File: src/rtl/core/first_fit_block_allocator_core_assert.svh
// ----------------------------------------------------------------------------
// Assertion macros for the first-fit block allocator core
// Immediate-implication and next-cycle-implication checks with reset disable.
// ----------------------------------------------------------------------------
`ifndef FIRST_FIT_BLOCK_ALLOCATOR_CORE_ASSERT_SVH
`define FIRST_FIT_BLOCK_ALLOCATOR_CORE_ASSERT_SVH

// same-cycle implication
`define FFBA_ASSERT_NOW(lbl, clk, rst_n, ante, cons, msg) \
    lbl: assert property (@(posedge clk) disable iff (!rst_n) (ante) |-> (cons)) \
        else $error(msg);

// next-cycle implication
`define FFBA_ASSERT_NEXT(lbl, clk, rst_n, ante, cons, msg) \
    lbl: assert property (@(posedge clk) disable iff (!rst_n) (ante) |=> (cons)) \
        else $error(msg);

`endif

File: src/rtl/core/ffba_pkg.sv
// ----------------------------------------------------------------------------
// ffba_pkg
// Shared constants and types of the first-fit block allocator.
// ----------------------------------------------------------------------------
`timescale 1ns / 1ps

package ffba_pkg;

    localparam int POOL_WORDS_DEF    = 1024;
    localparam int TABLE_ENTRIES_DEF = 64;

    typedef enum logic [1:0] {
        ST_GRANTED = 2'd0,
        ST_NOFIT   = 2'd1,
        ST_FULL    = 2'd2,
        ST_ZERO    = 2'd3
    } t_status;

endpackage

File: src/rtl/core/ffba_if.sv
// ----------------------------------------------------------------------------
// ffba_req_if / ffba_rsp_if
// Valid/ready channels for allocation requests and their results.
// ----------------------------------------------------------------------------
`timescale 1ns / 1ps

interface ffba_req_if #(
    parameter int SIZE_W = 11
);
    logic              valid;
    logic              ready;
    logic [SIZE_W-1:0] request_size;

    modport source (output valid, output request_size, input ready);
    modport sink   (input valid, input request_size, output ready);
endinterface

interface ffba_rsp_if import ffba_pkg::*; #(
    parameter int ADDR_W = 10,
    parameter int CNT_W  = 7
);
    logic              valid;
    logic              ready;
    t_status           status;
    logic [ADDR_W-1:0] granted_start;
    logic [CNT_W-1:0]  blocks_in_use;

    modport source (output valid, output status, output granted_start,
                    output blocks_in_use, input ready);
    modport sink   (input valid, input status, input granted_start,
                    input blocks_in_use, output ready);
endinterface

File: src/rtl/core/ffba_table.sv
// ----------------------------------------------------------------------------
// ffba_table
// Block table memory: one write and one registered read per cycle. Entry 0
// reads as the whole free pool until it is first written.
// ----------------------------------------------------------------------------
`timescale 1ns / 1ps

module ffba_table import ffba_pkg::*; #(
    parameter int POOL_WORDS    = POOL_WORDS_DEF,
    parameter int TABLE_ENTRIES = TABLE_ENTRIES_DEF
) (
    input  logic                              i_clk,
    input  logic                              i_rst_n,
    input  logic                              i_we,
    input  logic [$clog2(TABLE_ENTRIES)-1:0]  i_waddr,
    input  logic [$clog2(POOL_WORDS)-1:0]     i_wstart,
    input  logic [$clog2(POOL_WORDS)-1:0]     i_wlast,
    input  logic                              i_wused,
    input  logic [$clog2(TABLE_ENTRIES)-1:0]  i_raddr,
    output logic [$clog2(POOL_WORDS)-1:0]     o_rstart,
    output logic [$clog2(POOL_WORDS)-1:0]     o_rlast,
    output logic                              o_rused
);

    localparam int ADDR_W = $clog2(POOL_WORDS);
    localparam int WORD_W = 2 * ADDR_W + 1;
    localparam logic [ADDR_W-1:0] POOL_LAST = ADDR_W'(POOL_WORDS - 1);

    logic [WORD_W-1:0] r_mem [TABLE_ENTRIES];
    logic [WORD_W-1:0] r_rdata;
    logic              r_rd_zero;
    logic              r_e0_valid;

    always_ff @(posedge i_clk) begin
        if (i_we) begin
            r_mem[i_waddr] <= {i_wstart, i_wlast, i_wused};
        end
    end

    always_ff @(posedge i_clk) begin
        r_rdata   <= r_mem[i_raddr];
        r_rd_zero <= (i_raddr == '0);
    end

    always_ff @(posedge i_clk) begin
        if (!i_rst_n) begin
            r_e0_valid <= 1'b0;
        end else if (i_we && i_waddr == '0) begin
            r_e0_valid <= 1'b1;
        end
    end

    always_comb begin
        if (r_rd_zero && !r_e0_valid) begin
            o_rstart = '0;
            o_rlast  = POOL_LAST;
            o_rused  = 1'b0;
        end else begin
            o_rstart = r_rdata[WORD_W-1 -: ADDR_W];
            o_rlast  = r_rdata[ADDR_W:1];
            o_rused  = r_rdata[0];
        end
    end

endmodule

File: src/rtl/core/first_fit_block_allocator_core.sv
// ----------------------------------------------------------------------------
// first_fit_block_allocator_core
// First-fit allocator over an address-ordered block table held in memory.
// ----------------------------------------------------------------------------
// Usage:
//   i_req carries one request_size per transaction; o_rsp returns one result
//   (status, granted_start, blocks_in_use) per request, in order.
//   A request is taken only while the sequencer is idle; a finished result
//   sits in the output register, so the next request is taken while it waits.
//   A zero size skips the table and goes straight to the result. Otherwise the
//   table is scanned one entry per cycle through the single read port up to the
//   first fitting entry (or all blocks_in_use entries on a miss); a split then
//   moves each later entry up by one, makes 2 insert writes, and then loads the
//   result.
//   Reset leaves one free block covering the whole pool and a count of one;
//   entry 0 reads as that block until first written, so no clearing pass runs.
//   A stalled receiver holds the result in the output register; a finished
//   request then waits in its last state until the register frees.
// ----------------------------------------------------------------------------
`timescale 1ns / 1ps

`include "first_fit_block_allocator_core_assert.svh"

module first_fit_block_allocator_core import ffba_pkg::*; #(
    parameter int POOL_WORDS    = POOL_WORDS_DEF,
    parameter int TABLE_ENTRIES = TABLE_ENTRIES_DEF
) (
    input  logic      i_clk,
    input  logic      i_rst_n,
    ffba_req_if.sink  i_req,
    ffba_rsp_if.source o_rsp
);

    localparam int ADDR_W = $clog2(POOL_WORDS);
    localparam int SIZE_W = ADDR_W + 1;
    localparam int IDX_W  = $clog2(TABLE_ENTRIES);
    localparam int CNT_W  = $clog2(TABLE_ENTRIES + 1);

    typedef enum logic [2:0] {
        S_IDLE,
        S_SCAN,
        S_SHIFT,
        S_INS_HI,
        S_INS_LO,
        S_DONE
    } t_state;

    t_state            r_state;
    logic [SIZE_W-1:0] r_req;
    logic [IDX_W-1:0]  r_idx;
    logic [IDX_W-1:0]  r_src;
    logic [IDX_W-1:0]  r_hit;
    logic [ADDR_W-1:0] r_hit_start;
    logic [ADDR_W-1:0] r_hit_last;
    logic [CNT_W-1:0]  r_count;
    t_status           r_status;
    logic [ADDR_W-1:0] r_grant;
    logic              r_out_valid;
    t_status           r_out_status;
    logic [ADDR_W-1:0] r_out_start;
    logic [CNT_W-1:0]  r_out_count;

    logic              tbl_we;
    logic [IDX_W-1:0]  tbl_waddr;
    logic [ADDR_W-1:0] tbl_wstart;
    logic [ADDR_W-1:0] tbl_wlast;
    logic              tbl_wused;
    logic [IDX_W-1:0]  tbl_raddr;
    logic [ADDR_W-1:0] rd_start;
    logic [ADDR_W-1:0] rd_last;
    logic              rd_used;

    logic [CNT_W-1:0]  cnt_m1;
    logic [IDX_W-1:0]  last_idx;
    logic [SIZE_W-1:0] rd_size;
    logic              fit;
    logic              exact;
    logic              full;
    logic [SIZE_W-1:0] split_start;
    logic              out_free;

    ffba_table #(
        .POOL_WORDS    (POOL_WORDS),
        .TABLE_ENTRIES (TABLE_ENTRIES)
    ) u_table (
        .i_clk    (i_clk),
        .i_rst_n  (i_rst_n),
        .i_we     (tbl_we),
        .i_waddr  (tbl_waddr),
        .i_wstart (tbl_wstart),
        .i_wlast  (tbl_wlast),
        .i_wused  (tbl_wused),
        .i_raddr  (tbl_raddr),
        .o_rstart (rd_start),
        .o_rlast  (rd_last),
        .o_rused  (rd_used)
    );

    assign cnt_m1      = r_count - CNT_W'(1);
    assign last_idx    = cnt_m1[IDX_W-1:0];
    assign rd_size     = {1'b0, rd_last} - {1'b0, rd_start} + SIZE_W'(1);
    assign fit         = !rd_used && (rd_last >= rd_start) && (rd_size >= r_req);
    assign exact       = (rd_size == r_req);
    assign full        = (r_count >= CNT_W'(TABLE_ENTRIES));
    assign split_start = {1'b0, r_hit_start} + r_req;
    assign out_free    = !r_out_valid || o_rsp.ready;

    assign i_req.ready         = (r_state == S_IDLE);
    assign o_rsp.valid         = r_out_valid;
    assign o_rsp.status        = r_out_status;
    assign o_rsp.granted_start = r_out_start;
    assign o_rsp.blocks_in_use = r_out_count;

    // table port control
    always_comb begin
        tbl_we     = 1'b0;
        tbl_waddr  = r_idx;
        tbl_wstart = rd_start;
        tbl_wlast  = rd_last;
        tbl_wused  = 1'b1;
        tbl_raddr  = r_idx + IDX_W'(1);
        unique case (r_state)
            S_IDLE: begin
                tbl_raddr = '0;
            end
            S_SCAN: begin
                if (fit && exact) begin
                    tbl_we = 1'b1;
                end else if (fit && !full) begin
                    tbl_raddr = last_idx;
                end
            end
            S_SHIFT: begin
                tbl_we    = 1'b1;
                tbl_waddr = r_src + IDX_W'(1);
                tbl_wused = rd_used;
                tbl_raddr = r_src - IDX_W'(1);
            end
            S_INS_HI: begin
                tbl_we     = 1'b1;
                tbl_waddr  = r_hit + IDX_W'(1);
                tbl_wstart = split_start[ADDR_W-1:0];
                tbl_wlast  = r_hit_last;
                tbl_wused  = 1'b0;
            end
            S_INS_LO: begin
                tbl_we     = 1'b1;
                tbl_waddr  = r_hit;
                tbl_wstart = r_hit_start;
                tbl_wlast  = ADDR_W'(split_start - SIZE_W'(1));
                tbl_wused  = 1'b1;
            end
            S_DONE: begin
                tbl_raddr = '0;
            end
            default: begin
                tbl_raddr = '0;
            end
        endcase
    end

    always_ff @(posedge i_clk) begin
        if (!i_rst_n) begin
            r_state     <= S_IDLE;
            r_count     <= CNT_W'(1);
            r_out_valid <= 1'b0;
        end else begin
            if (o_rsp.ready && r_state != S_DONE) begin
                r_out_valid <= 1'b0;
            end
            unique case (r_state)
                S_IDLE: begin
                    if (i_req.valid) begin
                        r_req <= i_req.request_size;
                        r_idx <= '0;
                        if (i_req.request_size == '0) begin
                            r_status <= ST_ZERO;
                            r_grant  <= '0;
                            r_state  <= S_DONE;
                        end else begin
                            r_state <= S_SCAN;
                        end
                    end
                end
                S_SCAN: begin
                    r_idx <= r_idx + IDX_W'(1);
                    priority if (fit && exact) begin
                        r_status <= ST_GRANTED;
                        r_grant  <= rd_start;
                        r_state  <= S_DONE;
                    end else if (fit && full) begin
                        r_status <= ST_FULL;
                        r_grant  <= '0;
                        r_state  <= S_DONE;
                    end else if (fit) begin
                        r_hit       <= r_idx;
                        r_hit_start <= rd_start;
                        r_hit_last  <= rd_last;
                        r_src       <= last_idx;
                        r_state     <= (r_idx == last_idx) ? S_INS_HI : S_SHIFT;
                    end else if (r_idx == last_idx) begin
                        r_status <= ST_NOFIT;
                        r_grant  <= '0;
                        r_state  <= S_DONE;
                    end else begin
                        r_state <= S_SCAN;
                    end
                end
                S_SHIFT: begin
                    r_src <= r_src - IDX_W'(1);
                    if (r_src == r_hit + IDX_W'(1)) begin
                        r_state <= S_INS_HI;
                    end
                end
                S_INS_HI: begin
                    r_state <= S_INS_LO;
                end
                S_INS_LO: begin
                    r_count  <= r_count + CNT_W'(1);
                    r_status <= ST_GRANTED;
                    r_grant  <= r_hit_start;
                    r_state  <= S_DONE;
                end
                S_DONE: begin
                    if (out_free) begin
                        r_out_valid  <= 1'b1;
                        r_out_status <= r_status;
                        r_out_start  <= r_grant;
                        r_out_count  <= r_count;
                        r_state      <= S_IDLE;
                    end
                end
                default: begin
                    r_state <= S_IDLE;
                end
            endcase
        end
    end

    `FFBA_ASSERT_NOW(a_count_range, i_clk, i_rst_n, 1'b1,
        (r_count != '0) && (r_count <= CNT_W'(TABLE_ENTRIES)),
        "block count out of range")
    `FFBA_ASSERT_NEXT(a_count_only_on_insert, i_clk, i_rst_n, r_state != S_INS_LO,
        r_count == $past(r_count), "block count changed outside insert")
    `FFBA_ASSERT_NEXT(a_accept_leaves_idle, i_clk, i_rst_n, i_req.valid && i_req.ready,
        r_state != S_IDLE, "accepted request did not start")
    `FFBA_ASSERT_NOW(a_refused_start_zero, i_clk, i_rst_n,
        o_rsp.valid && (o_rsp.status != ST_GRANTED), o_rsp.granted_start == '0,
        "refused request carries a start address")
    `FFBA_ASSERT_NOW(a_shift_above_hit, i_clk, i_rst_n, r_state == S_SHIFT,
        r_src > r_hit, "shift source at or below the split entry")

endmodule
File: src/flat_wrapper.sv
// flat-port wrapper written by rule: the top's interface ports become plain ports
module first_fit_block_allocator_core_flat import ffba_pkg::*;
#(
    parameter int POOL_WORDS    = POOL_WORDS_DEF,
    parameter int TABLE_ENTRIES = TABLE_ENTRIES_DEF
)
  (i_clk, i_rst_n, i_req_valid, i_req_request_size, i_req_ready, o_rsp_valid, o_rsp_status, o_rsp_granted_start, o_rsp_blocks_in_use, o_rsp_ready);
  ffba_req_if i_req_i ();
  ffba_rsp_if o_rsp_i ();
  input  logic i_clk;
  input  logic i_rst_n;
  input wire logic [$bits(i_req_i.valid)-1:0] i_req_valid;
  input wire logic [$bits(i_req_i.request_size)-1:0] i_req_request_size;
  output wire logic [$bits(i_req_i.ready)-1:0] i_req_ready;
  output wire logic [$bits(o_rsp_i.valid)-1:0] o_rsp_valid;
  output wire logic [$bits(o_rsp_i.status)-1:0] o_rsp_status;
  output wire logic [$bits(o_rsp_i.granted_start)-1:0] o_rsp_granted_start;
  output wire logic [$bits(o_rsp_i.blocks_in_use)-1:0] o_rsp_blocks_in_use;
  input wire logic [$bits(o_rsp_i.ready)-1:0] o_rsp_ready;
  assign i_req_i.valid = i_req_valid;
  assign i_req_i.request_size = i_req_request_size;
  assign i_req_ready = i_req_i.ready;
  assign o_rsp_valid = o_rsp_i.valid;
  assign o_rsp_status = o_rsp_i.status;
  assign o_rsp_granted_start = o_rsp_i.granted_start;
  assign o_rsp_blocks_in_use = o_rsp_i.blocks_in_use;
  assign o_rsp_i.ready = o_rsp_ready;
  first_fit_block_allocator_core #(.POOL_WORDS(POOL_WORDS), .TABLE_ENTRIES(TABLE_ENTRIES)) u_core (.i_clk(i_clk), .i_rst_n(i_rst_n), .i_req(i_req_i), .o_rsp(o_rsp_i));
endmodule
File: config.mk
export PLATFORM = sky130hd
export DESIGN_NAME = first_fit_block_allocator_core_flat
export DESIGN_NICKNAME = d
export VERILOG_FILES = /design/src/rtl/core/ffba_pkg.sv /design/src/rtl/core/ffba_if.sv /design/src/rtl/core/ffba_table.sv /design/src/rtl/core/first_fit_block_allocator_core.sv /design/src/flat_wrapper.sv
export VERILOG_INCLUDE_DIRS = /design/src /design/src/rtl/core
export SDC_FILE = /design/constraint.sdc
export NUM_CORES = 2
export LEC_CHECK = 0
export BUFFER_PORTS_ARGS = -buffer_cell sky130_fd_sc_hd__buf_2
export CELL_PAD_IN_SITES_DETAIL_PLACEMENT = 1
export CELL_PAD_IN_SITES_GLOBAL_PLACEMENT = 1
export CORE_ASPECT_RATIO = 1.25
export CORE_UTILIZATION = 58
export DETAILED_ROUTE_END_ITERATION = 8
export HOLD_SLACK_MARGIN = 0.15
export PLACE_DENSITY_LB_ADDON = 0.05
export SLEW_MARGIN = 25
export SYNTH_ARGS = -nofsm -noshare
export SYNTH_HDL_FRONTEND = slang
export SYNTH_SLANG_ARGS = --single-unit
File: constraint.sdc
create_clock -name i_clk -period 12.6 [get_ports i_clk]
set_input_delay 2.52 -clock i_clk [delete_from_list [all_inputs] [get_ports i_clk]]
set_output_delay 2.52 -clock i_clk [all_outputs]
set_load 0.02 [all_outputs]
==> impl_metrics.csv <==
group,metric,value,unit
setup_path,crit_arrival,9.43,ns
setup_path,rr_endpoint,"u_core.u_table.r_rdata[0]$_DFF_P_",
cells_and_area,syn2layout_area_growth,11.1,%
synth,syn_area,59000,sq um
synth,synthArstFlopShare,0,
timing,finalHoldViolCount,0,
synth,avgSynthCellArea,14.3,sq um
power_and_ir_drop,p_clk_frac,0.208,
floorplanning,die_y,359,um
place,dp_hpwl,111000,um
synth,synth_top_flop_cell,"edfxtp_1",
route,top_layer_used,"met5",
synth,synth_simple_gate_area_frac,0.0920,
setup_path,rr_startpoint,"u_core.u_table.r_e0_valid$_SDFFE_PN0P_",
timing,tightest_slew,1.14,ns
synth,ys_seq_elements,1458,
route,wl_met1,67900,um
setup_path,slowest_delay,0.72,ns
floorplanning,dieArea,103000,sq um
clock_network,cts.sinks,1458,
synth,synth_top_family_by_area,"simple AND/OR/NAND/NOR gates",
worst_hold_path,holdPathStages,0,
synth,synth_xor_area_frac,0.00905,
worst_hold_path,min_to,"u_core.o_rsp.granted_start[5]$_DFFE_PP_",
setup_path,cpMaxStageDelayCell,"a311oi_1",
worst_hold_path,min_path_type,"register to register",
floorplanning,rows,130,
setup_path,critPathKind,"register to register",
timing,final_max_slew_viol_count,0,
floorplanning,die_w,287,um
place,portBuffers,35,
synth,ys_seq_area_frac,0.736,
global_routing,grtUsageTotal,0.367,
power_and_ir_drop,seqPwrFrac,0.326,
setup_path,rrSetupSlack,3.82,ns
route,vias,37400,
power_and_ir_drop,p_per_area,300,nW/um^2
synth,synth_edf_count,1424,
clock_network,cts_tree,"built",
timing,rsz0062_at_grt,"no",
synth,synth_adder_area_share,0.0124,
clock_network,clk_latency,0.78,ns
synth,synth-compound-area-share,0.0729,
setup_path,cp-end-kind,"register",
timing,period_share,0.697,
cells_and_area,drive_above_1_share,0.103,
clock_network,postCtsSetupRepairBufs,0,
route,ant_nets,0,
power_and_ir_drop,p_comb_frac,0.466,
floorplanning,coreArea,101000,sq um
power_and_ir_drop,leakage,0.0231,uW
synth,muxShareOfSynthArea,0.0532,
setup_path,path_common_cell,"a21oi_1",
setup_path,cp-start-kind,"register",
clock_network,clock_path_buffers,3,
floorplanning,pin_count,36,
timing,slew_headroom,0.235,
clock_network,ctsHoldBuffers,0,
power_and_ir_drop,switching_share,0.441,
setup_path,path_max_fanout,52,
synth,ys_types,78,
route,route.met2.wl,92300,um
timing,fin_worst_skew,0.0271,ns
setup_path,r2r.worst_path.cells,29,
route,avgRoutedWirePerCell,33.4,um
power_and_ir_drop,finalPower,19700,uW
timing,min_period,8.78,ns
floorplanning,initial_core_util,0.586,
cells_and_area,utilization,0.651,
clock_network,cts-resized-gates,0,
global_routing,grt_max_degree,133,
route,drt_iter0_markers,3902,
clock_network,clock-root-buffer,"clkbuf_16",
cells_and_area,instances_no_fill,5608,
global_routing,first_global_vias,39300,
outcome,status,"finished, final reports clean",
clock_network,cts.clk_slew.worst_paths,0.06,ns
place,post-place-cells,5353,
global_routing,overflow,0,
clock_network,h-tree-depth,4,
flow_run,maxCapViolCount,0,
power_and_ir_drop,power.switching,8670,uW
setup_path,cp_data_required_time,13.25,ns
timing,finalSetupViolations,0,
place,gp_congestion,0.886,
clock_network,numCtsBuffers,142,
timing,fmaxAchievable,114,MHz
route,met3_length,13800,um
worst_hold_path,hp-start,"u_core.r_grant[5]$_DFFE_PP_",
global_routing,antenna_found_initial,7,
global_routing,grt_pass1_wl,267000,um
route,wirelength,188000,um
power_and_ir_drop,p_int,11000,uW
cells_and_area,fin_nets,4248,
route,viasPerCell,6.67,
synth,yosys_warnings,0,
synth,synth.net_count,4199,
power_and_ir_drop,ir_worst_vdd,0.280,mV
synth,syn_inst,4129,
route,drc_errors,0,
timing,tns,0,ns
route,first_pass_iters,6,
[how the worst max path moves through the flow]
stage | startpoint | end | slack, ns | cells past startpoint
after global placement | u_core.u_table.r_e0_valid$_SDFFE_PN0P_ | u_core.u_table.r_rdata[0]$_DFF_P_ | 3.93 | 29
after detailed placement | u_core.u_table.r_e0_valid$_SDFFE_PN0P_ | u_core.u_table.r_rdata[0]$_DFF_P_ | 3.79 | 29
final | u_core.u_table.r_e0_valid$_SDFFE_PN0P_ | u_core.u_table.r_rdata[0]$_DFF_P_ | 3.82 | 29
after floorplan | u_core.u_table.r_e0_valid$_SDFFE_PN0P_ | u_core.u_table.r_rdata[18]$_DFF_P_ | 7.03 | 32
after global routing | u_core.u_table.r_e0_valid$_SDFFE_PN0P_ | u_core.u_table.r_rdata[0]$_DFF_P_ | 3.44 | 29
after CTS | u_core.u_table.r_e0_valid$_SDFFE_PN0P_ | u_core.u_table.r_rdata[0]$_DFF_P_ | 3.64 | 29
[cells by family (layout without fill, tap and decap cells)]
group / Yosys count / count (layout)
AO/OA/AOI/OAI: 688 / 688
buffers and inverters: 296 / 451
XOR/XNOR: 61 / 61
flip-flops: 1458 / 1458
adder cells (fa/ha/maj): 55 / 55
other: 0 / 4
multiplexers: 313 / 313
AND/OR/NAND/NOR: 1258 / 1258
[through the flow]
step	area (sq um)	hold slack, ns	setup WS [ns]
6_report	65600	0.423	3.82
5_1_grt	65600	0.425	3.44
4_1_cts	65500	0.423	3.64
3_5_place_dp	61200	0.407	3.79
3_3_place_gp	61200	0.404	3.93
2_1_floorplan	59000	0.400	7.03
[synth_stat cells, types with 10 or more instances]
master | number | area [sq um]
buf_1 | 10 | 37.5
and3_1 | 10 | 62.6
nand2b_1 | 15 | 93.8
o221ai_1 | 22 | 193
buf_6 | 18 | 203
mux2i_1 | 311 | 3110
a211oi_1 | 11 | 82.6
nand3_1 | 208 | 1040
xnor2_1 | 35 | 307
nor3_1 | 45 | 225
dfxtp_1 | 34 | 681
a21o_1 | 22 | 165
a21oi_1 | 262 | 1310
buf_4 | 31 | 233
a22oi_1 | 36 | 270
a221oi_1 | 16 | 140
clkbuf_1 | 91 | 342
ha_1 | 49 | 613
o21ai_0 | 30 | 150
nor2_1 | 130 | 488
xor2_1 | 26 | 228
edfxtp_1 | 1424 | 42800
o211ai_1 | 13 | 97.6
nand4_1 | 24 | 150
nand2_1 | 744 | 2790
o22ai_1 | 149 | 932
nor4_1 | 34 | 213
inv_1 | 64 | 240
buf_2 | 79 | 395
o31ai_1 | 13 | 97.6
a31oi_1 | 61 | 382
[power by group through the flow]
stage | Sequential, uW | Combinational (uW) | Clock (uW)
6_report | 6420 | 9160 | 4100
5_1_grt | 6410 | 9470 | 4260
4_1_cts | 6410 | 8990 | 4110
3_5_place_dp | 6510 | 8900 | 0
3_3_place_gp | 6500 | 8650 | 0
2_1_floorplan | 6530 | 5250 | 0
[sequential cells by signal, summed over array words and instances, names as in the netlist, 2 cells and up]
register                    cells
u_core.u_table.r_mem         1344
u_core.u_table.r_rdata         21
u_core.r_req                   11
u_core.o_rsp.granted_start     10
u_core.r_grant                 10
u_core.r_hit_last              10
u_core.r_hit_start             10
u_core.o_rsp.blocks_in_use      7
u_core.r_count                  7
u_core.r_hit                    6
u_core.r_idx                    6
u_core.r_src                    6
u_core.r_state                  3
u_core.o_rsp.status             2
u_core.r_status                 2
[cells in the final DEF, fill, tap and decap left out, drive strengths merged, types with 7 or more instances in the layout]
| cell | count |
|---|---|
| ha | 49 |
| and2 | 9 |
| o22ai | 149 |
| o221ai | 22 |
| a21oi | 263 |
| a211oi | 11 |
| nor2 | 133 |
| edfxtp | 1424 |
| a221oi | 16 |
| and3 | 10 |
| mux2i | 311 |
| clkbuf | 193 |
| xor2 | 26 |
| nor4 | 34 |
| nor2b | 7 |
| o21ai | 33 |
| o31ai | 16 |
| inv | 68 |
| a31oi | 61 |
| o211ai | 14 |
| nand2 | 745 |
| a22oi | 36 |
| nand4 | 24 |
| o21bai | 9 |
| buf | 135 |
| nand2b | 16 |
| clkinv | 48 |
| nor3 | 49 |
| dfxtp | 34 |
| xnor2 | 35 |
| nand3 | 210 |
| a21o | 22 |
[worst max-delay path, delay by kind of cell, from the launching register on]
| family | cells | cell delay [ns] |
|---|---|---|
| AO/OA/AOI/OAI | 11 | 3.03 |
| XOR/XNOR | 1 | 0.14 |
| adder cells (fa/ha/maj) | 3 | 1.05 |
| buffers and inverters | 4 | 1.35 |
| flip-flops | 1 | 0.36 |
| AND/OR/NAND/NOR | 10 | 2.65 |
[per-layer routing]
layer	GRT usage	vias to the layer above
li1	-	15700
met1	0.443	19300
met2	0.607	1896
met3	0.0659	493
met4	0.242	4
met5	0	-
[final cells by class]
cell class	instances	area [sq um]
Sequential cell	1458	43400
Fill cell	9063	35100
Multi-Input combinational cell	2375	14900
Clock buffer	193	3930
Tap cell	1320	1650
Timing Repair Buffer	135	968
Clock inverter	57	417
Inverter	66	248
Antenna cell	4	10.0
Power figures use the tool's default switching activity.
